### src/hw/rtl/tposg_pkg.sv
// ----------------------------------------------------------------------------
// Two-pulse one-saw sound generator package
// Beat types, channel control struct and register map constants.
// ----------------------------------------------------------------------------
`default_nettype none

package tposg_pkg;

    localparam logic [15:0] ADDR_PULSE_ONE = 16'h9000;
    localparam logic [15:0] ADDR_PULSE_TWO = 16'hA000;
    localparam logic [15:0] ADDR_SAW       = 16'hB000;
    localparam logic [15:0] ADDR_BASE_MASK = 16'hFFF0;

    localparam logic [1:0] REG_CTRL      = 2'd0;
    localparam logic [1:0] REG_PERIOD_LO = 2'd1;
    localparam logic [1:0] REG_PERIOD_HI = 2'd2;

    localparam logic REQ_WRITE   = 1'b0;
    localparam logic REQ_ADVANCE = 1'b1;

    localparam logic [2:0] SAW_LAST_PHASE = 3'd6;
    localparam logic [2:0] MASK_RESET     = 3'd7;
    localparam logic [5:0] MIX_MAX        = 6'd61;

    typedef struct packed {
        logic        req_type;
        logic [15:0] reg_addr;
        logic [7:0]  reg_data;
        logic [11:0] cycle_count;
    } t_in_item;

    typedef struct packed {
        logic [3:0] pulse_one_level;
        logic [3:0] pulse_two_level;
        logic [4:0] saw_level;
        logic [5:0] mixed_level;
    } t_out_item;

    typedef struct packed {
        logic       wr;
        logic [1:0] reg_sel;
        logic       adv;
    } t_chan_ctl;

endpackage

`default_nettype wire

### src/hw/rtl/tposg_pulse.sv
// ----------------------------------------------------------------------------
// Pulse channel
// Register decode, countdown timer and 16-step duty sequencer of one pulse.
// ----------------------------------------------------------------------------
`default_nettype none

module tposg_pulse import tposg_pkg::*; #(
    parameter int CD_W = 15
) (
    input  wire logic                   i_clk,
    input  wire logic                   i_rst_n,
    input  wire t_chan_ctl              i_ctl,
    input  wire logic [7:0]             i_data,
    input  wire logic signed [CD_W-1:0] i_cyc,
    output logic [3:0]                  o_level_next
);

    logic signed [CD_W-1:0] r_cd, n_cd;
    logic [11:0]            r_period, n_period;
    logic [3:0]             r_volume, n_volume;
    logic [2:0]             r_duty, n_duty;
    logic                   r_enable, n_enable;
    logic                   r_force, n_force;
    logic [3:0]             r_phase, n_phase;
    logic [3:0]             r_out, n_out;
    logic signed [CD_W-1:0] w_t;
    logic                   w_step;

    always_comb begin
        n_cd     = r_cd;
        n_period = r_period;
        n_volume = r_volume;
        n_duty   = r_duty;
        n_enable = r_enable;
        n_force  = r_force;
        n_phase  = r_phase;
        n_out    = r_out;
        w_t      = r_cd;
        w_step   = 1'b0;
        if (i_ctl.wr) begin
            case (i_ctl.reg_sel)
                REG_CTRL: begin
                    n_volume = i_data[3:0];
                    n_duty   = i_data[6:4];
                    n_force  = i_data[7];
                    if (i_data[7]) begin
                        n_out = i_data[3:0];
                    end
                end
                REG_PERIOD_LO: begin
                    n_period = {r_period[11:8], i_data};
                end
                REG_PERIOD_HI: begin
                    n_enable = i_data[7];
                    n_period = {i_data[3:0], r_period[7:0]};
                    if (!i_data[7]) begin
                        n_out = 4'd0;
                    end
                end
                default: begin
                end
            endcase
        end
        if (i_ctl.adv) begin
            if (r_cd > 0) begin
                w_t    = r_cd - i_cyc;
                w_step = (w_t <= 0);
            end else begin
                w_step = 1'b1;
            end
            n_cd = w_t;
            if (w_step) begin
                n_cd    = w_t + signed'(CD_W'({1'b0, r_period} + 13'd1));
                n_out   = (r_enable && (r_force || r_phase <= {1'b0, r_duty})) ?
                          r_volume : 4'd0;
                n_phase = r_phase + 4'd1;
            end
        end
    end

    always_ff @(posedge i_clk) begin
        if (!i_rst_n) begin
            r_cd     <= '0;
            r_period <= '0;
            r_volume <= '0;
            r_duty   <= '0;
            r_enable <= 1'b0;
            r_force  <= 1'b0;
            r_phase  <= '0;
            r_out    <= '0;
        end else begin
            r_cd     <= n_cd;
            r_period <= n_period;
            r_volume <= n_volume;
            r_duty   <= n_duty;
            r_enable <= n_enable;
            r_force  <= n_force;
            r_phase  <= n_phase;
            r_out    <= n_out;
        end
    end

    assign o_level_next = n_out;

endmodule

`default_nettype wire

### src/hw/rtl/tposg_saw.sv
// ----------------------------------------------------------------------------
// Sawtooth channel
// Register decode, countdown timer and six-step rate accumulator of the saw.
// ----------------------------------------------------------------------------
`default_nettype none

module tposg_saw import tposg_pkg::*; #(
    parameter int CD_W = 15
) (
    input  wire logic                   i_clk,
    input  wire logic                   i_rst_n,
    input  wire t_chan_ctl              i_ctl,
    input  wire logic [7:0]             i_data,
    input  wire logic signed [CD_W-1:0] i_cyc,
    output logic [4:0]                  o_level_next
);

    logic signed [CD_W-1:0] r_cd, n_cd;
    logic [11:0]            r_period, n_period;
    logic [5:0]             r_rate, n_rate;
    logic                   r_enable, n_enable;
    logic [2:0]             r_phase, n_phase;
    logic [7:0]             r_accum, n_accum;
    logic [4:0]             r_out, n_out;
    logic signed [CD_W-1:0] w_t;
    logic                   w_step;
    logic [7:0]             w_sum;

    always_comb begin
        n_cd     = r_cd;
        n_period = r_period;
        n_rate   = r_rate;
        n_enable = r_enable;
        n_phase  = r_phase;
        n_accum  = r_accum;
        n_out    = r_out;
        w_t      = r_cd;
        w_step   = 1'b0;
        w_sum    = r_accum + {2'b00, r_rate};
        if (i_ctl.wr) begin
            case (i_ctl.reg_sel)
                REG_CTRL: begin
                    n_rate = i_data[5:0];
                end
                REG_PERIOD_LO: begin
                    n_period = {r_period[11:8], i_data};
                end
                REG_PERIOD_HI: begin
                    n_enable = i_data[7];
                    n_period = {i_data[3:0], r_period[7:0]};
                    if (!i_data[7]) begin
                        n_out = 5'd0;
                    end
                end
                default: begin
                end
            endcase
        end
        if (i_ctl.adv) begin
            if (r_cd > 0) begin
                w_t    = r_cd - i_cyc;
                w_step = (w_t <= 0);
            end else begin
                w_step = 1'b1;
            end
            n_cd = w_t;
            if (w_step) begin
                n_cd = w_t + signed'(CD_W'({({1'b0, r_period} + 13'd1), 1'b0}));
                if (r_phase >= SAW_LAST_PHASE) begin
                    n_phase = 3'd0;
                    n_accum = 8'd0;
                    n_out   = 5'd0;
                end else begin
                    n_phase = r_phase + 3'd1;
                    if (!r_enable) begin
                        n_out = 5'd0;
                    end else begin
                        n_accum = w_sum;
                        n_out   = w_sum[7:3];
                    end
                end
            end
        end
    end

    always_ff @(posedge i_clk) begin
        if (!i_rst_n) begin
            r_cd     <= '0;
            r_period <= '0;
            r_rate   <= '0;
            r_enable <= 1'b0;
            r_phase  <= '0;
            r_accum  <= '0;
            r_out    <= '0;
        end else begin
            r_cd     <= n_cd;
            r_period <= n_period;
            r_rate   <= n_rate;
            r_enable <= n_enable;
            r_phase  <= n_phase;
            r_accum  <= n_accum;
            r_out    <= n_out;
        end
    end

    assign o_level_next = n_out;

endmodule

`default_nettype wire

### src/hw/rtl/two_pulse_one_saw_sound_generator.sv
// ----------------------------------------------------------------------------
// Two-pulse one-saw sound generator
// Takes register-write and time-advance beats and returns the three channel
// levels and their masked sum for every beat.
//
//   Channel   Direction  Signals                         Beat
//   in        input      i_in_valid, o_in_stall, i_in    t_in_item
//   out       output     o_out_valid, i_out_stall, o_out t_out_item
//   cfg       input      i_cfg_we, i_cfg_wdata           channel enable mask
//
// One beat is accepted per cycle while the input is not stalled; its result
// is formed from the input register and held in the result register.
// The rate is set by the input register feeding one pass of channel logic
// into the result register.
// A stall on the output holds the result; the input stalls while the input
// register holds a beat and the result register holds a stalled result.
// Synchronous active-low reset clears all channel state and sets the mask.
// ----------------------------------------------------------------------------
`default_nettype none

module two_pulse_one_saw_sound_generator import tposg_pkg::*; #(
    parameter int CYCLE_BITS = 12
) (
    input  wire logic      i_clk,
    input  wire logic      i_rst_n,
    input  wire logic      i_in_valid,
    output logic           o_in_stall,
    input  wire t_in_item  i_in,
    output logic           o_out_valid,
    input  wire logic      i_out_stall,
    output t_out_item      o_out,
    input  wire logic      i_cfg_we,
    input  wire logic [2:0] i_cfg_wdata
);

    localparam int CD_W = (CYCLE_BITS + 2 > 15) ? CYCLE_BITS + 2 : 15;

    logic                   r_in_valid;
    t_in_item               r_in;
    logic                   r_out_valid;
    t_out_item              r_out;
    logic [2:0]             r_mask;
    logic                   w_adv_ok;
    logic                   w_fire;
    logic signed [CD_W-1:0] w_cyc;
    logic [15:0]            w_base;
    logic                   w_reg_ok;
    t_chan_ctl              w_ctl_p1;
    t_chan_ctl              w_ctl_p2;
    t_chan_ctl              w_ctl_saw;
    logic [3:0]             w_p1_level;
    logic [3:0]             w_p2_level;
    logic [4:0]             w_saw_level;
    logic [5:0]             w_mix;

    assign w_adv_ok   = !r_out_valid || !i_out_stall;
    assign w_fire     = r_in_valid && w_adv_ok;
    assign o_in_stall = r_in_valid && !w_adv_ok;

    always_comb begin
        for (int k = 0; k < CD_W; k++) begin
            w_cyc[k] = (k < CYCLE_BITS && k < 12) ? r_in.cycle_count[k % 12] : 1'b0;
        end
    end

    assign w_base   = r_in.reg_addr & ADDR_BASE_MASK;
    assign w_reg_ok = (r_in.reg_addr[3:0] <= 4'd2);

    always_comb begin
        w_ctl_p1.reg_sel  = r_in.reg_addr[1:0];
        w_ctl_p2.reg_sel  = r_in.reg_addr[1:0];
        w_ctl_saw.reg_sel = r_in.reg_addr[1:0];
        w_ctl_p1.adv      = w_fire && (r_in.req_type == REQ_ADVANCE);
        w_ctl_p2.adv      = w_ctl_p1.adv;
        w_ctl_saw.adv     = w_ctl_p1.adv;
        w_ctl_p1.wr       = w_fire && (r_in.req_type == REQ_WRITE) && w_reg_ok &&
                            (w_base == ADDR_PULSE_ONE);
        w_ctl_p2.wr       = w_fire && (r_in.req_type == REQ_WRITE) && w_reg_ok &&
                            (w_base == ADDR_PULSE_TWO);
        w_ctl_saw.wr      = w_fire && (r_in.req_type == REQ_WRITE) && w_reg_ok &&
                            (w_base == ADDR_SAW);
    end

    tposg_pulse #(
        .CD_W (CD_W)
    ) u_pulse_one (
        .i_clk        (i_clk),
        .i_rst_n      (i_rst_n),
        .i_ctl        (w_ctl_p1),
        .i_data       (r_in.reg_data),
        .i_cyc        (w_cyc),
        .o_level_next (w_p1_level)
    );

    tposg_pulse #(
        .CD_W (CD_W)
    ) u_pulse_two (
        .i_clk        (i_clk),
        .i_rst_n      (i_rst_n),
        .i_ctl        (w_ctl_p2),
        .i_data       (r_in.reg_data),
        .i_cyc        (w_cyc),
        .o_level_next (w_p2_level)
    );

    tposg_saw #(
        .CD_W (CD_W)
    ) u_saw (
        .i_clk        (i_clk),
        .i_rst_n      (i_rst_n),
        .i_ctl        (w_ctl_saw),
        .i_data       (r_in.reg_data),
        .i_cyc        (w_cyc),
        .o_level_next (w_saw_level)
    );

    assign w_mix = (r_mask[0] ? {2'b00, w_p1_level} : 6'd0) +
                   (r_mask[1] ? {2'b00, w_p2_level} : 6'd0) +
                   (r_mask[2] ? {1'b0, w_saw_level} : 6'd0);

    always_ff @(posedge i_clk) begin
        if (!i_rst_n) begin
            r_mask      <= MASK_RESET;
            r_in_valid  <= 1'b0;
            r_out_valid <= 1'b0;
        end else begin
            if (i_cfg_we) begin
                r_mask <= i_cfg_wdata;
            end
            if (!o_in_stall) begin
                r_in_valid <= i_in_valid;
            end
            if (w_adv_ok) begin
                r_out_valid <= r_in_valid;
            end
        end
    end

    always_ff @(posedge i_clk) begin
        if (!o_in_stall) begin
            r_in <= i_in;
        end
        if (w_fire) begin
            r_out.pulse_one_level <= w_p1_level;
            r_out.pulse_two_level <= w_p2_level;
            r_out.saw_level       <= w_saw_level;
            r_out.mixed_level     <= w_mix;
        end
    end

    assign o_out_valid = r_out_valid;
    assign o_out       = r_out;

    a_stall_needs_beat: assert property (@(posedge i_clk) disable iff (!i_rst_n)
        o_in_stall |-> r_in_valid && r_out_valid)
        else $error("input stalled without a full pipeline");

    a_fire_gives_result: assert property (@(posedge i_clk) disable iff (!i_rst_n)
        w_fire |=> r_out_valid)
        else $error("processed beat did not produce a result");

    a_held_input_stable: assert property (@(posedge i_clk) disable iff (!i_rst_n)
        o_in_stall |=> r_in_valid && $stable(r_in))
        else $error("held input register changed");

    a_mix_in_range: assert property (@(posedge i_clk) disable iff (!i_rst_n)
        r_out_valid |-> r_out.mixed_level <= MIX_MAX)
        else $error("mixed level out of range");

endmodule

`default_nettype wire
### config.mk
export PLATFORM = sky130hd
export DESIGN_NAME = two_pulse_one_saw_sound_generator
export DESIGN_NICKNAME = d
export VERILOG_FILES = /design/src/hw/rtl/tposg_pkg.sv /design/src/hw/rtl/tposg_pulse.sv /design/src/hw/rtl/tposg_saw.sv /design/src/hw/rtl/two_pulse_one_saw_sound_generator.sv
export SDC_FILE = /design/constraint.sdc
export NUM_CORES = 1
export LEC_CHECK = 0
export BUFFER_PORTS_ARGS = -buffer_cell sky130_fd_sc_hd__buf_2
export CORE_MARGIN = 1.5
export CORE_UTILIZATION = 45
export CTS_CLUSTER_DIAMETER = 120
export CTS_CLUSTER_SIZE = 20
export DETAILED_ROUTE_END_ITERATION = 7
export PLACE_DENSITY = 0.68
export SLEW_MARGIN = 25
export SYNTH_ARGS = -nofsm -noshare
export SYNTH_HDL_FRONTEND = slang
export SYNTH_SLANG_ARGS = --single-unit
### constraint.sdc
create_clock -name i_clk -period 6.5 [get_ports i_clk]
set_clock_uncertainty 0.15 [all_clocks]
set_input_delay 0.65 -clock i_clk [delete_from_list [all_inputs] [get_ports i_clk]]
set_output_delay 0.65 -clock i_clk [all_outputs]
set_load 0.02 [all_outputs]
=== Word level (Yosys, flattened, before mapping) ===
Cells that the tools add are included.

* $add $sub $neg: 15
* Order comparisons: 10
* Eq/ne operators: 5
* Mux-type cells: 43
* Bitwise operators: 3
* Reductions and logical operators: 34

{| class="wikitable"
|+ Operator list
! cell !! count
|-
| 15-bit 2-to-1 mux || 9
|-
| 4-bit 2-to-1 mux || 14
|-
| 15-bit adder || 3
|-
| 15-bit by 1-bit greater-than comparator with 1-bit output, second input constant || 3
|-
| 15-bit by 1-bit <= comparator with 1-bit output, second input constant || 3
|-
| 15-bit by 13-bit subtractor with 15-bit output || 3
|-
| 5-bit 2-to-1 mux || 8
|-
| 12-bit by 1-bit adder with 13-bit output, second input constant || 3
|-
| 12-bit equality test, second input constant || 3
|-
| 12-bit one-hot mux with 2 select lines || 1
|-
| 3-bit AND reduction || 7
|-
| 2-bit AND reduction || 9
|-
| 8-bit 2-to-1 mux || 2
|-
| 4-bit one-hot mux with 2 select lines || 2
|-
| 1-bit logical AND || 10
|-
| 4-bit by 1-bit adder with 4-bit output, second input constant || 2
|-
| 8-bit by 6-bit adder with 8-bit output || 1
|-
| 4-bit by 3-bit <= comparator with 1-bit output || 2
|-
| 5-bit by 5-bit adder with 6-bit output || 1
|-
| 1-bit 2-to-1 mux || 6
|-
| 4-bit by 4-bit adder with 5-bit output || 1
|-
| 4-bit by 2-bit <= comparator with 1-bit output, second input constant || 1
|-
| 3-bit by 1-bit adder with 3-bit output, second input constant || 1
|-
| 3-bit >= comparator, second input constant || 1
|-
| 8 further kinds || 14
|}

* Register bits after elaboration: 199
* Bits of input ports: 45
* Output and inout bits: 21

=== Logic depth before layout (Yosys ltp) ===
* Depth in word-level cells: 12
* Gate-level depth with buffers: 22

=== Modules after synthesis ===
From an unflattened synthesis, not the netlist that was laid out.

* Cell total of the unflattened synthesis: 1,659
* Area total of the unflattened synthesis: 14,302.5 µm²

{| class="wikitable"
|+ Modules (own cells, without submodules)
! module !! times used !! cells an instance !! area each (µm²)
|-
| tposg_saw || 1 || 515 || 4,227.8
|-
| tposg_pulse (u_pulse_one) || 1 || 526 || 3,993.8
|-
| tposg_pulse (u_pulse_two) || 1 || 494 || 3,836.2
|-
| two_pulse_one_saw_sound_generator || 1 || 124 || 2,244.7
|}

=== Worst setup path before layout ===
OpenSTA, ideal clock, no wires.

* Kind: reg-to-reg
* Start: register r_in[0] (netlist bit)
* End: register r_out (netlist bit o_out[4]), data pin
* Library setup time: 258 ps
* Arrival: 4,547 ps
* Setup slack: 1,545 ps
* Cell stages (with the launch flop): 19
* Buffers on the path: 0
* Cell sequence: edfxtp_1 ha_1 fa_1 nor2b_1 o21a_1 nor2_1 xnor2_1 or4_1 or4b_1 a2111o_1 a21oi_2 a32o_1 nand2_1 fa_1 inv_1 ha_1 a21o_1 a21oi_1 xnor2_1

{| class="wikitable"
|+ RTL lines
! item !! line !! RTL
|-
| start: declaration || two_pulse_one_saw_sound_generator.sv:39 || <nowiki>t_in_item r_in;</nowiki>
|-
| start signal: assignment || two_pulse_one_saw_sound_generator.sv:141 || <nowiki>r_in <= i_in;</nowiki>
|-
| 15-bit by 13-bit subtractor with 15-bit output || tposg_saw.sv:61 || <nowiki>w_t = r_cd - i_cyc;</nowiki>
|-
| 15-bit by 1-bit <= comparator with 1-bit output || tposg_saw.sv:62 || <nowiki>w_step = (w_t <= 0);</nowiki>
|-
| 1-bit 2-to-1 mux || tposg_saw.sv:60 || <nowiki>if (r_cd > 0) begin</nowiki>
|-
| 1-bit 2-to-1 mux || tposg_saw.sv:59 || <nowiki>if (i_ctl.adv) begin</nowiki>
|-
| 5-bit 2-to-1 mux || tposg_saw.sv:67 || <nowiki>if (w_step) begin</nowiki>
|-
| 5-bit 2-to-1 mux || tposg_saw.sv:59 ||
|-
| named net u_saw.o_level_next[2] || tposg_saw.sv:15 || <nowiki>output logic [4:0] o_level_next</nowiki>
|-
| 5-bit 2-to-1 mux || two_pulse_one_saw_sound_generator.sv:119 || <nowiki>(r_mask[2] ? {1'b0, w_saw_level} : 6'd0);</nowiki>
|-
| 5-bit by 5-bit adder with 6-bit output || two_pulse_one_saw_sound_generator.sv:118 || <nowiki>(r_mask[1] ? {2'b00, w_p2_level} : 6'd0) +</nowiki>
|-
| named net w_mix[4] || two_pulse_one_saw_sound_generator.sv:54 || <nowiki>logic [5:0] w_mix;</nowiki>
|-
| end: declaration || two_pulse_one_saw_sound_generator.sv:41 || <nowiki>t_out_item r_out;</nowiki>
|}

The timed path passes the listed nets, and every way through them passes these cells. The select of a mux whose other input is x is not followed.
A chain may end at the register's enable or synchronous reset.

=== Final worst setup path ===
* Start: register r_in[0] (netlist bit)
* End: register r_out (netlist bit o_out[3]), data pin

Same word-level chain as after synthesis.

==> results.toml <==
[status]
status = "finished, final reports clean"

[layout]
final_common_cell = "nand2_1"
layout_common_cells = "nand2_1, dfxtp_1, a21oi_1"
syn2layout_area_growth_pct = 9.35
layout-drive-gt1-share_pct = 8.60
layout.nets = 1700
fillers = 2692
diodes = 0

[clocking]
clk_path_buf_depth = 2
clockRootBuffer = "clkbuf_16"
path_clk_slew_ns = 0.08
tritoncts = "done"
numCtsBuffers = 17
cts_sinks = 199
cts_hold_buffers = 0
postCtsSetupRepairBufs = 0
cts-resized-gates = 0
h-tree-depth = 4
clk_latency_ns = 0.45

[synth]
synth_seq_cells = 199
ys_types = 76
synthFlopType = "dfxtp_1"
syn_nets = 1675
synthArstFlopShare_pct = 0
syn-cell-area_um2 = 13000
synth-edff-count = 56
ys_seq_area_share_pct = 34.9
synthCells = 1521
avgSynthCellArea_um2 = 8.57
ys_warn_count = 0

[timing]
fmax_mhz = 179
slew_viol_final = 0
tns_ns = 0
timing.hold.ws_ns = 0.220
setup_violations = 0
finalWorstPathRequiredPeriod_ns = 5.57
relSlewSlack_pct = 39.3
finalCritPeriodShare_pct = 85.8
hold_viol = 0
rsz0062_at_grt = "no"
worst_pin_slew_ns = 0.910

[job]
drv_cap = 0

[detailed_routing]
first_pass_iters = 6
viasPerCell = 5.66
avgRoutedWirePerCell_um = 16.4
via_count = 11000
ant_nets = 0
wl_mm = 31.8
drc = 0
drt_iter0_markers = 878

[die]
die-width_um = 173
rows = 62
coreArea_um2 = 28600
dieArea_um2 = 30000
ioPinCount = 66
start_util_pct = 45.5
die_h_um = 173

[worst_setup_path]
endpoint_kind = "register"
start_kind = "register"
crit_slowest_cell = "or4b_1"
cp_max_fo = 21
path_common_cell = "fa_1"
cp_slowest_stage_delay_ns = 0.47
path_class = "reg -> reg"
cp.arrival_ns = 5.63
cp_top_family = "adder cells"
critPathBufInv = 2
worstPathRequired_ns = 6.56
crit_chain = "ha_1 > fa_1 > nor2b_1 > o21a_1 > nor2_1 > xnor2_1 > or4_1 > or4b_1 > a2111o_1 > a21o_1 > a32o_1 > nand2_1 > fa_1 > inv_1 > ha_1 > inv_1 > fa_1 > xnor2_1"

[place]
port_buffers = 65
gp_congestion = 0.906
hpwl_mm = 23.2

[pwr]
combinationalPowerShare_pct = 25.5
switchingPower_uw = 1130
pwr-share-clk_pct = 33.1
switching_share_pct = 34.2
p_leak_uw = 0.00629
ir_worst_vdd_mv = 0.188
power.density_nw_per_um2 = 232
p_int_uw = 2170
pwr-share-seq_pct = 41.3

[global_routing]
gr-total-overflow = 0
grt_pass1_wl_mm = 51.9
first_global_vias = 10100
grt_usage_pct = 21.4
grt_start_max_net_pins = 82
antenna_found_initial = 0

[min_path]
hold_class = "in -> reg"
flip-flops by register name, indices dropped and copies added (netlist names), 12 cells and up:
register,cells
u_saw.r_period,12
u_pulse_one.r_cd,15
o_out,19
u_saw.r_cd,15
u_pulse_two.r_period,12
r_in,37
u_pulse_one.r_period,12
u_pulse_two.r_cd,15
synth_stat cells, drive strengths merged, types with 4 or more instances:
cell,instances,share of area [%]
a2111oi,6,0.45
a211oi,10,0.58
a21o,24,1.4
a21oi,121,4.7
a22o,9,0.60
a22oi,8,0.46
a31o,6,0.40
a31oi,15,0.77
a32o,4,0.31
and2,17,0.82
and3,25,1.2
buf,9,0.38
clkbuf,58,1.7
dfxtp,143,22
edfxtp,56,13
fa,12,1.8
ha,97,9.3
inv,70,2.0
mux2i,79,6.1
nand2,200,5.8
nand2b,18,0.86
nand3,40,1.5
nand4,16,0.77
nor2,104,3.0
nor2b,23,1.1
nor3,36,1.4
nor4,14,0.72
o211ai,7,0.40
o21a,18,1.1
o21ai,89,3.4
o21bai,5,0.29
o22ai,4,0.19
o31a,4,0.27
o41ai,5,0.34
or2,9,0.43
or3,13,0.62
xnor2,56,3.8
xor2,39,2.6
routing by layer:
metal	up-vias	part of all wire (%)	global-route usage [%]
met2	338	43	32.9
met5	-	0	0
met3	31	5.8	3.30
met1	5113	50	31.1
met4	0	1.7	5.69
li1	5510	-	-
metrics by stage:
step | power (µW) | area [µm²] | util, % | std cells | setup WS (ns)
after global placement | 2200 | 13600 | 47.6 | 1911 | 1.03
after detailed placement | 2210 | 13600 | 47.6 | 1911 | 0.937
after CTS | 3310 | 14200 | 49.8 | 1943 | 0.918
after floorplan | 2020 | 13000 | - | 1521 | 1.55
final | 3300 | 14300 | 49.8 | 1943 | 0.926
after global routing | 3460 | 14300 | 49.8 | 1943 | 0.597
area by class of cell:
cell class                      instances  area (µm²)  share of cell area [%]
Sequential cell                       199        4540                    31.9
Inverter                               70         263                    1.84
Tap cell                              384         480                    3.37
Clock buffer                           18         429                    3.01
Clock inverter                         14         178                    1.25
Multi-Input combinational cell       1185        7970                    55.9
Timing Repair Buffer                   73         385                    2.70
cells by family (layout without fill, tap and decap cells):
logic type	count (synthesis)	count (layout)	synth area share [%]
flip-flops	199	199	34.9
adder cells (fa/ha/maj)	109	109	11.2
AND/OR/NAND/NOR	531	531	19.2
XOR/XNOR	95	95	6.38
multiplexers	82	82	6.33
AO/OA/AOI/OAI	368	368	18.0
buffers and inverters	137	175	4.07
worst paths after layout:
| path | from | endpoint | slack, ns | cells past startpoint |
|---|---|---|---|---|
| worst max-delay path | r_in[0]$_DFFE_PN_ | o_out[3]$_DFFE_PP_ | 0.93 | 18 |
| worst max register to register | r_in[0]$_DFFE_PN_ | o_out[3]$_DFFE_PP_ | 0.93 | 18 |
| worst min-delay path | i_in[27] | r_in[27]$_DFFE_PN_ | 0.22 | 1 |
| worst min register to register | u_pulse_two.r_duty[1]$_SDFFE_PN0P_ | u_pulse_two.r_duty[1]$_SDFFE_PN0P_ | 0.31 | 2 |
worst reg2reg max path, cell delays in order, from the launching register on:
cell	delay, ns
edfxtp_1	0.46
ha_1	0.26
fa_1	0.42
nor2b_1	0.19
o21a_1	0.14
nor2_1	0.05
xnor2_1	0.13
or4_1	0.46
or4b_1	0.47
a2111o_1	0.44
a21o_1	0.40
a32o_1	0.38
nand2_1	0.12
fa_1	0.45
inv_1	0.08
ha_1	0.17
inv_1	0.06
fa_1	0.40
xnor2_1	0.14
power groups by stage:
stage | Sequential (µW) | Clock [µW] | Combinational [µW]
finish | 1360 | 1090 | 843
global route | 1370 | 1160 | 935
CTS | 1360 | 1120 | 832
detailed placement | 1390 | 0 | 821
global placement | 1390 | 0 | 811
floorplan | 1370 | 0 | 651
Power figures use the tool's default switching activity.
